--- config.mk ---
export PLATFORM = sky130hd
export DESIGN_NAME = tmcu_ctrl
export DESIGN_NICKNAME = d
export VERILOG_FILES = /design/src/tmcu_pkg.sv /design/src/tmcu_ctrl.sv
export SDC_FILE = /design/constraint.sdc
export NUM_CORES = 1
export LEC_CHECK = 0
export BUFFER_PORTS_ARGS = -buffer_cell sky130_fd_sc_hd__buf_4
export CAP_MARGIN = 40
export CELL_PAD_IN_SITES_DETAIL_PLACEMENT = 1
export CELL_PAD_IN_SITES_GLOBAL_PLACEMENT = 2
export CORE_ASPECT_RATIO = 1.4
export CORE_MARGIN = 5
export CORE_UTILIZATION = 21
export DETAILED_ROUTE_END_ITERATION = 8
export GPL_TIMING_DRIVEN = 0
export PLACE_DENSITY = 0.79
export SYNTH_ARGS = -nofsm -noshare
export SYNTH_HDL_FRONTEND = slang
export SYNTH_SLANG_ARGS = --single-unit
export TNS_END_PERCENT = 20
--- constraint.sdc ---
create_clock -name clk -period 1.5 [get_ports clk]
set_input_delay 0.15 -clock clk [delete_from_list [all_inputs] [get_ports clk]]
set_output_delay 0.15 -clock clk [all_outputs]
set_load 0.03 [all_outputs]
--- src/tmcu_pkg.sv ---
`default_nettype none
// ----------------------------------------------------------------------------
// tmcu_pkg
// Shared types for the tour move cost update block: beat payloads, opcodes,
// controller states and the command/status bundles between the two halves.
// ----------------------------------------------------------------------------
package tmcu_pkg;

	typedef struct packed {
		logic [2:0]  opcode;
		logic [6:0]  first_index;
		logic [6:0]  second_index;
		logic [15:0] weight_value;
	} in_item_t;

	typedef struct packed {
		logic [21:0] tour_total;
		logic        index_error;
	} out_item_t;

	typedef enum logic [2:0] {
		OP_WR_WEIGHT = 3'd0,
		OP_IDENTITY  = 3'd1,
		OP_WR_CITY   = 3'd2,
		OP_RECOMPUTE = 3'd3,
		OP_SWAP      = 3'd4,
		OP_REVERSE   = 3'd5
	} op_t;

	typedef enum logic [1:0] {
		RNG_ALL,
		RNG_AROUND_X,
		RNG_AROUND_Y,
		RNG_REVERSED
	} rng_t;

	typedef enum logic [3:0] {
		ST_IDLE,
		ST_DECODE,
		ST_P_CHECK,
		ST_P_RD0,
		ST_P_RD1,
		ST_P_RD2,
		ST_P_WR,
		ST_E_CHECK,
		ST_E_RD0,
		ST_E_RD1,
		ST_E_RD2,
		ST_E_WR,
		ST_RESULT
	} state_t;

	typedef struct packed {
		logic latch_in;
		logic dist_wr;
		logic city_wr;
		logic ident;
		logic rng_load;
		rng_t rng_sel;
		logic p_init;
		logic p_rd0;
		logic p_rd1;
		logic p_rd2;
		logic p_wr;
		logic e_rd0;
		logic e_rd1;
		logic e_rd2;
		logic e_wr;
		logic out_load;
	} cmd_t;

	typedef struct packed {
		op_t  op;
		logic err;
		logic same;
		logic p_more;
		logic e_more;
	} sts_t;

endpackage
`default_nettype wire

--- src/tmcu_ctrl.sv ---
`default_nettype none
// ----------------------------------------------------------------------------
// tmcu_ctrl
// Sequencer for one item: pair exchanges, edge refresh loop, result beat.
// ----------------------------------------------------------------------------
module tmcu_ctrl (
	input  wire logic      clk,
	input  wire logic      arst_n,
	input  wire logic      in_valid,
	output logic           in_ready,
	output logic           out_valid,
	input  wire logic      out_ready,
	output tmcu_pkg::cmd_t cmd,
	input  wire tmcu_pkg::sts_t sts
);
	import tmcu_pkg::*;

	state_t st_q, st_n;
	logic   y_pend_q, y_pend_n;
	logic   out_valid_q;

	assign in_ready  = st_q == ST_IDLE;
	assign out_valid = out_valid_q;

	always_ff @(posedge clk or negedge arst_n) begin
		if (!arst_n) begin
			st_q        <= ST_IDLE;
			y_pend_q    <= 1'b0;
			out_valid_q <= 1'b0;
		end else begin
			st_q     <= st_n;
			y_pend_q <= y_pend_n;
			if (cmd.out_load) begin
				out_valid_q <= 1'b1;
			end else if (out_ready) begin
				out_valid_q <= 1'b0;
			end
		end
	end

	always_comb begin
		cmd      = '0;
		st_n     = st_q;
		y_pend_n = y_pend_q;
		case (st_q)
			ST_IDLE: begin
				if (in_valid) begin
					cmd.latch_in = 1'b1;
					st_n = ST_DECODE;
				end
			end
			ST_DECODE: begin
				st_n = ST_RESULT;
				if (!sts.err) begin
					case (sts.op)
						OP_WR_WEIGHT: cmd.dist_wr = 1'b1;
						OP_WR_CITY:   cmd.city_wr = 1'b1;
						OP_IDENTITY: begin
							cmd.ident    = 1'b1;
							cmd.rng_load = 1'b1;
							cmd.rng_sel  = RNG_ALL;
							st_n = ST_E_CHECK;
						end
						OP_RECOMPUTE: begin
							cmd.rng_load = 1'b1;
							cmd.rng_sel  = RNG_ALL;
							st_n = ST_E_CHECK;
						end
						OP_SWAP: begin
							if (!sts.same) begin
								cmd.p_init = 1'b1;
								st_n = ST_P_RD0;
							end
						end
						OP_REVERSE: begin
							cmd.p_init = 1'b1;
							st_n = ST_P_CHECK;
						end
						default: st_n = ST_RESULT;
					endcase
				end
			end
			ST_P_CHECK: begin
				if (sts.p_more) begin
					st_n = ST_P_RD0;
				end else begin
					cmd.rng_load = 1'b1;
					cmd.rng_sel  = RNG_REVERSED;
					st_n = ST_E_CHECK;
				end
			end
			ST_P_RD0: begin
				cmd.p_rd0 = 1'b1;
				st_n = ST_P_RD1;
			end
			ST_P_RD1: begin
				cmd.p_rd1 = 1'b1;
				st_n = ST_P_RD2;
			end
			ST_P_RD2: begin
				cmd.p_rd2 = 1'b1;
				st_n = ST_P_WR;
			end
			ST_P_WR: begin
				cmd.p_wr = 1'b1;
				if (sts.op == OP_SWAP) begin
					cmd.rng_load = 1'b1;
					cmd.rng_sel  = RNG_AROUND_X;
					y_pend_n = 1'b1;
					st_n = ST_E_CHECK;
				end else begin
					st_n = ST_P_CHECK;
				end
			end
			ST_E_CHECK: begin
				if (sts.e_more) begin
					st_n = ST_E_RD0;
				end else if (y_pend_q) begin
					cmd.rng_load = 1'b1;
					cmd.rng_sel  = RNG_AROUND_Y;
					y_pend_n = 1'b0;
				end else begin
					st_n = ST_RESULT;
				end
			end
			ST_E_RD0: begin
				cmd.e_rd0 = 1'b1;
				st_n = ST_E_RD1;
			end
			ST_E_RD1: begin
				cmd.e_rd1 = 1'b1;
				st_n = ST_E_RD2;
			end
			ST_E_RD2: begin
				cmd.e_rd2 = 1'b1;
				st_n = ST_E_WR;
			end
			ST_E_WR: begin
				cmd.e_wr = 1'b1;
				st_n = ST_E_CHECK;
			end
			ST_RESULT: begin
				if (!out_valid_q || out_ready) begin
					cmd.out_load = 1'b1;
					st_n = ST_IDLE;
				end
			end
			default: st_n = ST_IDLE;
		endcase
	end

	a_accept_decode: assert property (@(posedge clk) disable iff (!arst_n)
		in_valid && in_ready |=> st_q == ST_DECODE)
		else $error("accepted beat not decoded");

	a_result_shown: assert property (@(posedge clk) disable iff (!arst_n)
		cmd.out_load |=> out_valid_q && in_ready)
		else $error("result beat not presented");

	a_one_step: assert property (@(posedge clk) disable iff (!arst_n)
		$onehot0({cmd.e_rd0, cmd.e_rd1, cmd.e_rd2, cmd.e_wr,
			cmd.p_rd0, cmd.p_rd1, cmd.p_rd2, cmd.p_wr, cmd.out_load}))
		else $error("datapath steps overlap");

	a_y_pend_swap: assert property (@(posedge clk) disable iff (!arst_n)
		y_pend_q |-> sts.op == OP_SWAP)
		else $error("second refresh pending outside a swap");
endmodule
`default_nettype wire

==> Word level (Yosys, flattened, before mapping) <==
Cells that the tools add are included.
{ "totals": {"reg_bits": 6, "inputBits": 11} }
{ "op_classes": {"n_eq_ne": 22, "n_mux": 41, "reduce_logical": 9} }
{ "ops": {"columns": ["operator", "count"], "rows": [
  ["4-bit case mux with 13 select lines", 1],
  ["3-bit two-way mux", 8],
  ["4-bit two-way mux", 6],
  ["1-bit two-way mux", 21],
  ["4-bit equality test (second input constant)", 5],
  ["4-bit by 3-bit equality test with 1-bit output (second input constant)", 4],
  ["3-bit case mux with 4 select lines", 1],
  ["4-bit case mux with 3 select lines", 1],
  ["4-bit by 2-bit equality test with 1-bit output (second input constant)", 2],
  ["2-bit inequality test (second input constant)", 4],
  ["7-bit two-way mux", 1],
  ["3-bit by 2-bit equality test with 1-bit output (second input constant)", 2],
  ["3-bit equality test (second input constant)", 2],
  ["3-bit AND reduction", 2],
  ["4-bit by 1-bit equality test with 1-bit output (second input constant)", 1],
  ["4-bit logical NOT", 1],
  ["1-bit case mux with 2 select lines", 2],
  ["2-bit nonzero test", 2],
  ["3-bit by 1-bit equality test with 1-bit output (second input constant)", 1],
  ["3-bit logical NOT", 1],
  ["3-bit inequality test (second input constant)", 1],
  ["2-bit OR reduction", 1],
  ["1-bit logical NOT", 1],
  ["1-bit logical OR", 1]
]} }

==> Longest topological paths before layout <==
Gate-level depths: netlist (run 1).
{ "depth": {"word_depth": 5, "depth_mapped": 5} }

==> Least setup slack after synthesis (run 1) <==
Ideal clock, no wire load.
{ "synth_path": {"path_kind": "reg-to-output", "startpoint": "register st_q[0]", "endpoint": "output cmd[12] in the netlist's numbering", "t_arrival_ns": 1.920, "slack_ns": -0.570, "stages_incl_launch_ff": 5, "cell_sequence": "dfrtp_1 -> buf_2 -> nand2b_1 -> a211oi_1 -> nand2b_1"} }
{ "synth_lines": {"columns": ["item", "line_no", "source"], "rows": [
  ["start, declared", "tmcu_ctrl.sv:18", "state_t st_q, st_n;"],
  ["start signal, assigned", "tmcu_ctrl.sv:31", "st_q <= st_n;"],
  ["end, declared", "tmcu_ctrl.sv:13", "output tmcu_pkg::cmd_t cmd,"]
]} }

==> results of run 1 <==
[how the worst min path moves through the flow]
stage / start / end / slack, ns / cells after the start
after floorplan: arst_n / out_valid$_DFFE_PN0P_ / -0.15 / 0
after global placement: arst_n / out_valid$_DFFE_PN0P_ / -0.04 / 1
after detailed placement: arst_n / st_q[2]$_DFFE_PN0P_ / -0.04 / 1
after CTS: arst_n / st_q[2]$_DFFE_PN0P_ / 0.27 / 2
after global routing: arst_n / st_q[2]$_DFFE_PN0P_ / 0.29 / 2
final: out_ready / out_valid$_DFFE_PN0P_ / 0.27 / 3
[cells by family after synthesis]
| kind of cell | after synthesis | share of synthesized area |
|---|---|---|
| multiplexers | 1 | 0.0158 |
| AND/OR/NAND/NOR | 45 | 0.414 |
| buffers and inverters | 9 | 0.0572 |
| AO/OA/AOI/OAI | 22 | 0.276 |
| flip-flops | 6 | 0.237 |
[routing by layer]
metal | track usage | part of all wire | vias to the layer above
met3 | 0.0240 | 0.052 | 2
met2 | 0.224 | 0.51 | 34
li1 | - | - | 391
met1 | 0.151 | 0.42 | 390
met5 | 0 | 0 | -
met4 | 0.0158 | 0.013 | 0
[through the flow]
step                      hold slack (ns)  TNS [ns]
final                               0.269     -2.79
after global routing                0.294     -4.31
after CTS                           0.275     -3.15
after detailed placement          -0.0398     -2.02
after global placement            -0.0431     -2.15
after floorplan                    -0.146     -2.07
[sequential cells by signal (all words and copies together), names as in the netlist]
register   count
out_valid      1
st_q           4
y_pend_q       1
[cells in the final DEF (no fill, tap or decap), types with 2 or more instances in the layout]
cell,synthesis,final
nor4_2,0,3
dfrtp_1,6,4
buf_6,0,3
nor3_1,6,4
nand3_1,2,2
a21oi_1,3,3
nand2_1,5,5
o22ai_1,2,2
buf_2,2,2
dfrtp_2,0,2
nand2b_2,0,2
nand2b_4,1,2
o21ai_0,4,4
buf_4,0,32
nand2b_1,6,3
nor2_1,9,8
nor3_2,0,2
inv_1,4,4
clkbuf_8,0,3
[layout make-up]
cell class,count,area share
sequential,6,0.144
timing repair buffer,34,0.250
buffer,5,0.0318
multi-input combinational,68,0.478
tap,37,0.0436
inverter,4,0.0142
clock buffer,3,0.0389
[synthesized netlist by cell type, types with 2 or more instances]
cell / instances
nor4_1: 4
clkbuf_1: 3
a21oi_1: 3
dfrtp_1: 6
nor3_1: 6
nand2b_1: 6
inv_1: 4
o22ai_1: 2
nand2_1: 5
nand3_1: 2
o21ai_0: 4
buf_2: 2
or2_2: 2
nor2_1: 9
[repair_timing]
item                                    4_1_cts  5_1_grt
endpoints found under the setup margin       22       21
setup buffers                                 3        2
hold buffers                                  1        0
hold endpoints to repair                      6        0
pin swaps                                     1        0
gates resized for setup                       9        9
[power by group]
group | switching [mW] | internal [mW]
combinational | 0.850 | 0.576
sequential | 0.0847 | 0.236
clock | 0.0671 | 0.172
total | 1.00 | 0.984
[worst reg2reg max path, cell delays in order (launching register included)]
cell	delay (ns)
dfrtp_1	0.39
buf_2	0.24
nand2b_2	0.22
o221ai_1	0.15
a221oi_1	0.34
o21ai_0	0.16
==> results.ini, run 1 <==
[run_status]
status = finished with violations
violations = setup timing

[timing]
period_needed_ns = 1.85
finalSetupViolCount = 19
worstMarginPinSlew_ns = 0.497
worst_slack_ns = -0.347
hold_viol = 0
rsz0062_at_grt = true
clock_skew_ns = 0.00512
slew_headroom = 0.666
drv_slew = 0
fmax_mhz = 541
min_period_over_period = 1.23

[detailed_routing]
vias = 817
totalWireLength_um = 2560
wl_per_cell_um = 16.3
vias_per_cell = 5.20
drc = 0
drtAntennaViolNets = 0
drt-pass1-iter-count = 4
drt_iter0_drc = 18

[logic_synthesis]
synth_top_area_cell = dfrtp_1
synth_area_leaders = dfrtp_1 24%, nand2b_1 5.9%, nor2_1 5.3%, nor3_1 4.7%, a2111oi_4 4.3%
synth_area_per_cell_sq_um = 7.64
ys_warn_count = 0
ys_types = 39
async_flop_share = 1.00
ys_seq_area_frac = 0.237
ys_seq_elements = 6
synth_edf_count = 0
synth_top_cell_area_share = 0.237
synth_fp_nets = 94
syn-cell-area_sq_um = 634
synthFlopType = dfrtp_1
syn_inst = 83

[die]
die_y_um = 75.0
core-area_sq_mm = 0.00288
row_count = 23
die_width_um = 56.5
start_util = 0.220
io_pins = 30
die_area_sq_mm = 0.00424

[setup_path]
crit_arrival_ns = 1.70
r2r-start = st_q[0]$_DFFE_PN0P_
cpLargestDelayFamily = simple AND/OR/NAND/NOR gates
crit_type = reg -> out
cp.depth = 4
path_buf_inv = 1
cp-end-kind = primary output
slowest_delay_ns = 0.46
critPathRequiredTime_ns = 1.35
cp-start-kind = register
rr_endpoint = st_q[2]$_DFFE_PN0P_
startpoint = st_q[1]$_DFFE_PN0P_
reg2reg_slack_ns = -0.14
endpoint = cmd[9]
path_cells = nand2b_4 -> or4_4 -> a2111oi_4 -> buf_4
cp_max_fo = 3
r2r_cells = 5
cpMaxStageDelayCell = or4_4

[clocking]
numClockSinks = 6
clk_pin_slew_ns = 0.04
cts_buffers = 3
root_buffer = clkbuf_8
htreeDepth = 1
clock_path_buffers = 2
clk_latency_ns = 0.22
cts_tree = yes

[power]
vdd.ir_drop.worst_mv = 0.554
finalPower_mw = 1.99
p_per_area_mw_per_mm2 = 1870
power.leakage_nw = 0.480

[finish]
fill_cells = 365
fin_util = 0.369
diodes = 0
drive_above_1_share = 0.500
seqCellArea_sq_um = 153
multi_input_area_sq_um = 507
final_cell_count_no_fill = 157
fin_nets = 133
design_area_sq_mm = 0.00106
area_growth_pct = 67.3

[global_routing]
grt_pass1_vias = 877
grt_max_degree = 11
grt_pass1_wl_um = 4160
grt_overflow = 0
grt_usage = 0.122
antenna_found_initial = 0

[placed_design]
gp_congestion = 0.819
port_buffers = 28
placed_area_sq_um = 927
post-dp-hpwl_um = 1910
dp_slack_ns = -0.283
placed_cells = 148

[worst_hold_path]
min_path_type = in -> reg

[job]
cap_violations = 0

Power figures use the tool's default switching activity.
==> inputs of run 2 (changes only) <==
- CORE_UTILIZATION: 21 -> 23
- GPL_ROUTABILITY_DRIVEN: default -> 0
- PLACE_DENSITY: 0.79 -> 0.82
- clock period: 1.5 -> 1.8 ns (I/O delays scaled with it)
==> run 2 against run 1 <==
  * The run still ends with setup timing left
  * Final cell count stayed put
  * Non-clock buffer count rose by 1
  * Clock skew rose by 0.0027 ns
  * Global-route usage increased by 0.65 points
  * Cell area is 5.0% lower
  * Sequential power fell by 18%
  * Critical endpoint unchanged
  * Largest cell class unchanged
  * Highest routed layer unchanged
==> results.ini, run 2 (synthesized netlist as in run 1, its figures left out) <==
[die]
io_pins = 30
row_count = 22
die_y_um = 72.1
die_area_sq_mm = 0.00392
start_util = 0.240
die_width_um = 54.4
core-area_sq_mm = 0.00264

[job]
cap_violations = 0

[setup_path]
r2r_cells = 5
cp-end-kind = primary output
cp-start-kind = register
cp_max_fo = 6
crit_arrival_ns = 1.74
crit_type = reg -> out
reg2reg_slack_ns = 0.20
critPathRequiredTime_ns = 1.62

[finish]
regMostFlops = st_q
layout_commonest_cell = buf_4
diodes = 0
most-common-layout-cells = 34 x buf_4, 9 x nor2_1, 5 x clkbuf_4, 5 x nand2_1, 5 x nand2b_1
fill_cells = 347
largest_reg_flops = 4
multi_input_area_sq_um = 480
seqCellArea_sq_um = 153
drive_above_1_share = 0.446
area_growth_pct = 59.0
fin_nets = 134

[clocking]
cts_tree = yes
clock_path_buffers = 2
cts_buffers = 3
root_buffer = clkbuf_4
htreeDepth = 1
clk_pin_slew_ns = 0.05
numClockSinks = 6
clk_latency_ns = 0.25

[timing]
finalSetupViolCount = 4
min_period_over_period = 1.06
clock_skew_ns = 0.00780
hold_viol = 0
rsz0062_at_grt = true
fin_setup_tns_ns = -0.264
fmax_mhz = 522
slew_headroom = 0.713
worst_slack_ns = -0.117
period_needed_ns = 1.92
drv_slew = 0
worstMarginPinSlew_ns = 0.430

[detailed_routing]
wl_per_cell_um = 15.9
top_layer = met4
drt-met1-wl_um = 963
drt-pass1-iter-count = 4
drtAntennaViolNets = 0
totalWireLength_um = 2490
drt_iter0_drc = 11
vias_per_cell = 5.09
vias = 799
met2_length_um = 1410
wl_met3_um = 107
drc = 0

[global_routing]
grt_max_degree = 11
grt_pass1_vias = 817
grt_pass1_wl_um = 3750
grt_usage = 0.128
antenna_found_initial = 0
grt_overflow = 0

[power]
finalPower_mw = 1.51
power.leakage_nw = 0.456
p_per_area_mw_per_mm2 = 1500
vdd.ir_drop.worst_mv = 0.727

[placed_design]
post-dp-hpwl_um = 1960
port_buffers = 28
dp_slack_ns = -0.0171

[run_status]
status = finished with violations
violations = setup timing

[worst_hold_path]
min_path_type = in -> async

[run 2: cell count changes in the layout (fill, tap and decap cells not counted), moves of 2 or more]
cell,change
buf_4,+2
nand2b_1,+2
clkbuf_8,-3
clkbuf_4,+5
buf_6,-3
[run 2: timing repair]
action	CTS	global route
hold buffers	1	0
gates resized for setup	5	8
pin swaps	1	0
endpoints found under the setup margin	6	12
setup buffers	2	4
hold endpoints to repair	6	0
[run 2: cell type report]
class | count | area share
multi-input combinational | 68 | 0.476
timing repair buffer | 35 | 0.263
clock buffer | 3 | 0.0223
tap | 36 | 0.0447
buffer | 5 | 0.0273
sequential | 6 | 0.151
inverter | 4 | 0.0149
[run 2: worst paths after layout]
check	start	to
setup / recovery	st_q[3]$_DFFE_PN0P_	cmd[9]
hold / removal	arst_n	st_q[1]$_DFFE_PN0P_
setup reg to reg	st_q[3]$_DFFE_PN0P_	st_q[2]$_DFFE_PN0P_
hold reg to reg	y_pend_q$_DFFE_PN0P_	y_pend_q$_DFFE_PN0P_
max in group asynchronous	arst_n	st_q[3]$_DFFE_PN0P_
min in group clk	out_ready	out_valid$_DFFE_PN0P_
[run 2: layer usage]
metal	vias to the layer above	track usage
met5	-	0
li1	396	-
met1	380	0.134
met4	0	0.0249
met2	21	0.244
met3	2	0.0349
[run 2: through the flow]
| step | hold slack [ns] | utilization | cells | cell area (sq um) |
|---|---|---|---|---|
| CTS | 0.266 | 0.363 | 153 | 958 |
| finish | 0.278 | 0.382 | 157 | 1010 |
| floorplan | -0.116 | - | 83 | 639 |
| global placement | -0.0144 | 0.339 | 147 | 895 |
| detailed placement | -0.0113 | 0.339 | 147 | 895 |
| global route | 0.283 | 0.382 | 157 | 1010 |
[run 2: where the power goes]
group / switching, mW / leakage (nW) / internal, mW
clock network: 0.0471 / 0.0138 / 0.0753
registers: 0.0664 / 0.0695 / 0.197
logic: 0.673 / 0.373 / 0.450
[run 2: critical path, cell delays in order (launching register included)]
cell	delay [ns]
dfrtp_2	0.44
or4_4	0.59
a2111oi_4	0.24
buf_4	0.22
==> inputs of run 3 (changes only) <==
- CELL_PAD_IN_SITES_DETAIL_PLACEMENT: 1 -> default
- CELL_PAD_IN_SITES_GLOBAL_PLACEMENT: 2 -> default
- CORE_ASPECT_RATIO: 1.4 -> default
- CORE_UTILIZATION: 23 -> 44
==> run 3 against run 2 <==
  * The run still ends with setup timing left
  * Combinational power increased by 4%
  * Power increased by 2.4%
  * First-iteration DRC count increased to 4.1 times the previous value
  * Register-to-register slack about the same
  * Largest cell class unchanged
==> results.ini, run 3 (synthesized netlist as in run 1, its figures left out) <==
[timing]
worstMarginPinSlew_ns = 0.306
worst_slack_ns = -0.0948
rsz0062_at_grt = true
fin_setup_tns_ns = -0.238
period_needed_ns = 1.89
clock_skew_ns = 0.00114
fmax_mhz = 528
finalSetupViolCount = 5
slew_headroom = 0.795
hold_viol = 0
hold_slack_ns = 0.276
min_period_over_period = 1.05
drv_slew = 0

[power]
vdd.ir_drop.worst_mv = 0.921
finalPower_mw = 1.54
p_per_area_mw_per_mm2 = 1540
seqPwrFrac = 0.161
p_sw_mw = 0.791
combPwrFrac = 0.756
p_int_mw = 0.754
pwr-share-clk = 0.083
power.leakage_nw = 0.473
sw_frac_of_total = 0.512

[global_routing]
grt_overflow = 0
grt_max_degree = 11
grt_pass1_wl_um = 3290
grt_usage = 0.199
grt_pass1_vias = 770
antenna_found_initial = 0

[die]
die_area_sq_mm = 0.00230
die_width_um = 48.0
io_pins = 30
start_util = 0.476
core-area_sq_mm = 0.00133
die_y_um = 48.0
row_count = 13

[finish]
fill_cells = 104
seqCellArea_sq_um = 151
most-common-layout-cells = 31 x buf_4, 9 x nor2_1, 5 x nand2_1, 5 x dfrtp_1
diodes = 0
largest_reg_flops = 4
drive_above_1_share = 0.471
final_cell_count_no_fill = 134
area_growth_pct = 57.8
fin_nets = 132
layout_commonest_cell = buf_4
regMostFlops = st_q
design_area_sq_mm = 0.00100
multi_input_area_sq_um = 505

[clocking]
clk_pin_slew_ns = 0.05
numClockSinks = 6
clk_latency_ns = 0.25
cts_tree = yes
cts_buffers = 3
htreeDepth = 1
root_buffer = clkbuf_4
clock_path_buffers = 2

[detailed_routing]
drt_iter0_drc = 45
totalWireLength_um = 2120
vias_per_cell = 6.16
drc = 0
drt-pass1-iter-count = 4
wl_per_cell_um = 15.8
drtAntennaViolNets = 0
vias = 825

[placed_design]
placed_cells = 126
post-dp-hpwl_um = 1540
placed_area_sq_um = 868
port_buffers = 28

[worst_hold_path]
min_path_type = in -> async

[setup_path]
critPathRequiredTime_ns = 1.62
crit_arrival_ns = 1.71
cp_max_fo = 5
cp-start-kind = register
cp-end-kind = primary output
crit_type = reg -> out

[job]
cap_violations = 0

[run_status]
violations = setup timing
status = finished with violations

-- run 3: changes by cell type in the layout (fill, tap and decap cells not counted), sizes merged --
| cell | previous run | this run |
|---|---|---|
| buf | 36 | 35 |
| clkbuf | 6 | 5 |
-- run 3: worst paths after layout --
kind                                    endpoint  cells past startpoint  slack, ns            startpoint
max in group asynchronous    st_q[2]$_DFFE_PN0P_                      2       1.40                arst_n
min in group clk           out_valid$_DFFE_PN0P_                      3       0.28             out_ready
hold reg to reg             y_pend_q$_DFFE_PN0P_                      1       0.52  y_pend_q$_DFFE_PN0P_
hold / removal               st_q[1]$_DFFE_PN0P_                      2       0.28                arst_n
setup / recovery                          cmd[9]                      4      -0.09   st_q[1]$_DFFE_PN0P_
setup reg to reg             st_q[2]$_DFFE_PN0P_                      5       0.20   st_q[0]$_DFFE_PN0P_
-- run 3: routing by layer --
layer  part of all wire  wire (um)  track usage  vias up
met5                  0          0            0        -
met4             0.0085         18       0.0269        0
met3              0.083        177       0.0526        4
met2               0.47       1000        0.330       41
met1               0.43        921        0.266      386
li1                   -          -            -      394
-- run 3: power groups by stage --
| stage | clock, mW | combinational (mW) | sequential, mW |
|---|---|---|---|
| 2_1_floorplan | 0 | 0.679 | 0.251 |
| 6_report | 0.128 | 1.17 | 0.248 |
| 3_3_place_gp | 0 | 0.953 | 0.257 |
| 3_5_place_dp | 0 | 0.954 | 0.258 |
| 5_1_grt | 0.142 | 1.27 | 0.257 |
| 4_1_cts | 0.127 | 1.10 | 0.242 |
-- run 3: stage by stage --
step | worst slack [ns] | util
finish | -0.0948 | 0.750
global route | -0.169 | 0.750
CTS | -0.0720 | 0.728
detailed placement | 0.0451 | 0.651
global placement | 0.0456 | 0.651
floorplan | -0.267 | -
-- run 3: worst max-delay path, stage by stage, from the launching register on --
cell and delay, ns:
dfrtp_1 0.40, nand2b_4 0.18, or4_4 0.45, a2111oi_4 0.22, buf_4 0.22
-- run 3: layout make-up --
class / instances / area share
repair buffers: 33 / 0.263
multi-input cells: 68 / 0.505
clock buffers: 3 / 0.0225
flip-flops and latches: 6 / 0.151
plain buffers: 5 / 0.0250
inverters: 4 / 0.0150
well taps: 15 / 0.0188
-- run 3: timing repair --
action	in CTS	in global routing
hold endpoints to repair	6	0
pin swaps	1	0
setup endpoints to repair	5	13
buffers inserted	4	0
gates resized for setup	7	11
hold buffers	1	0
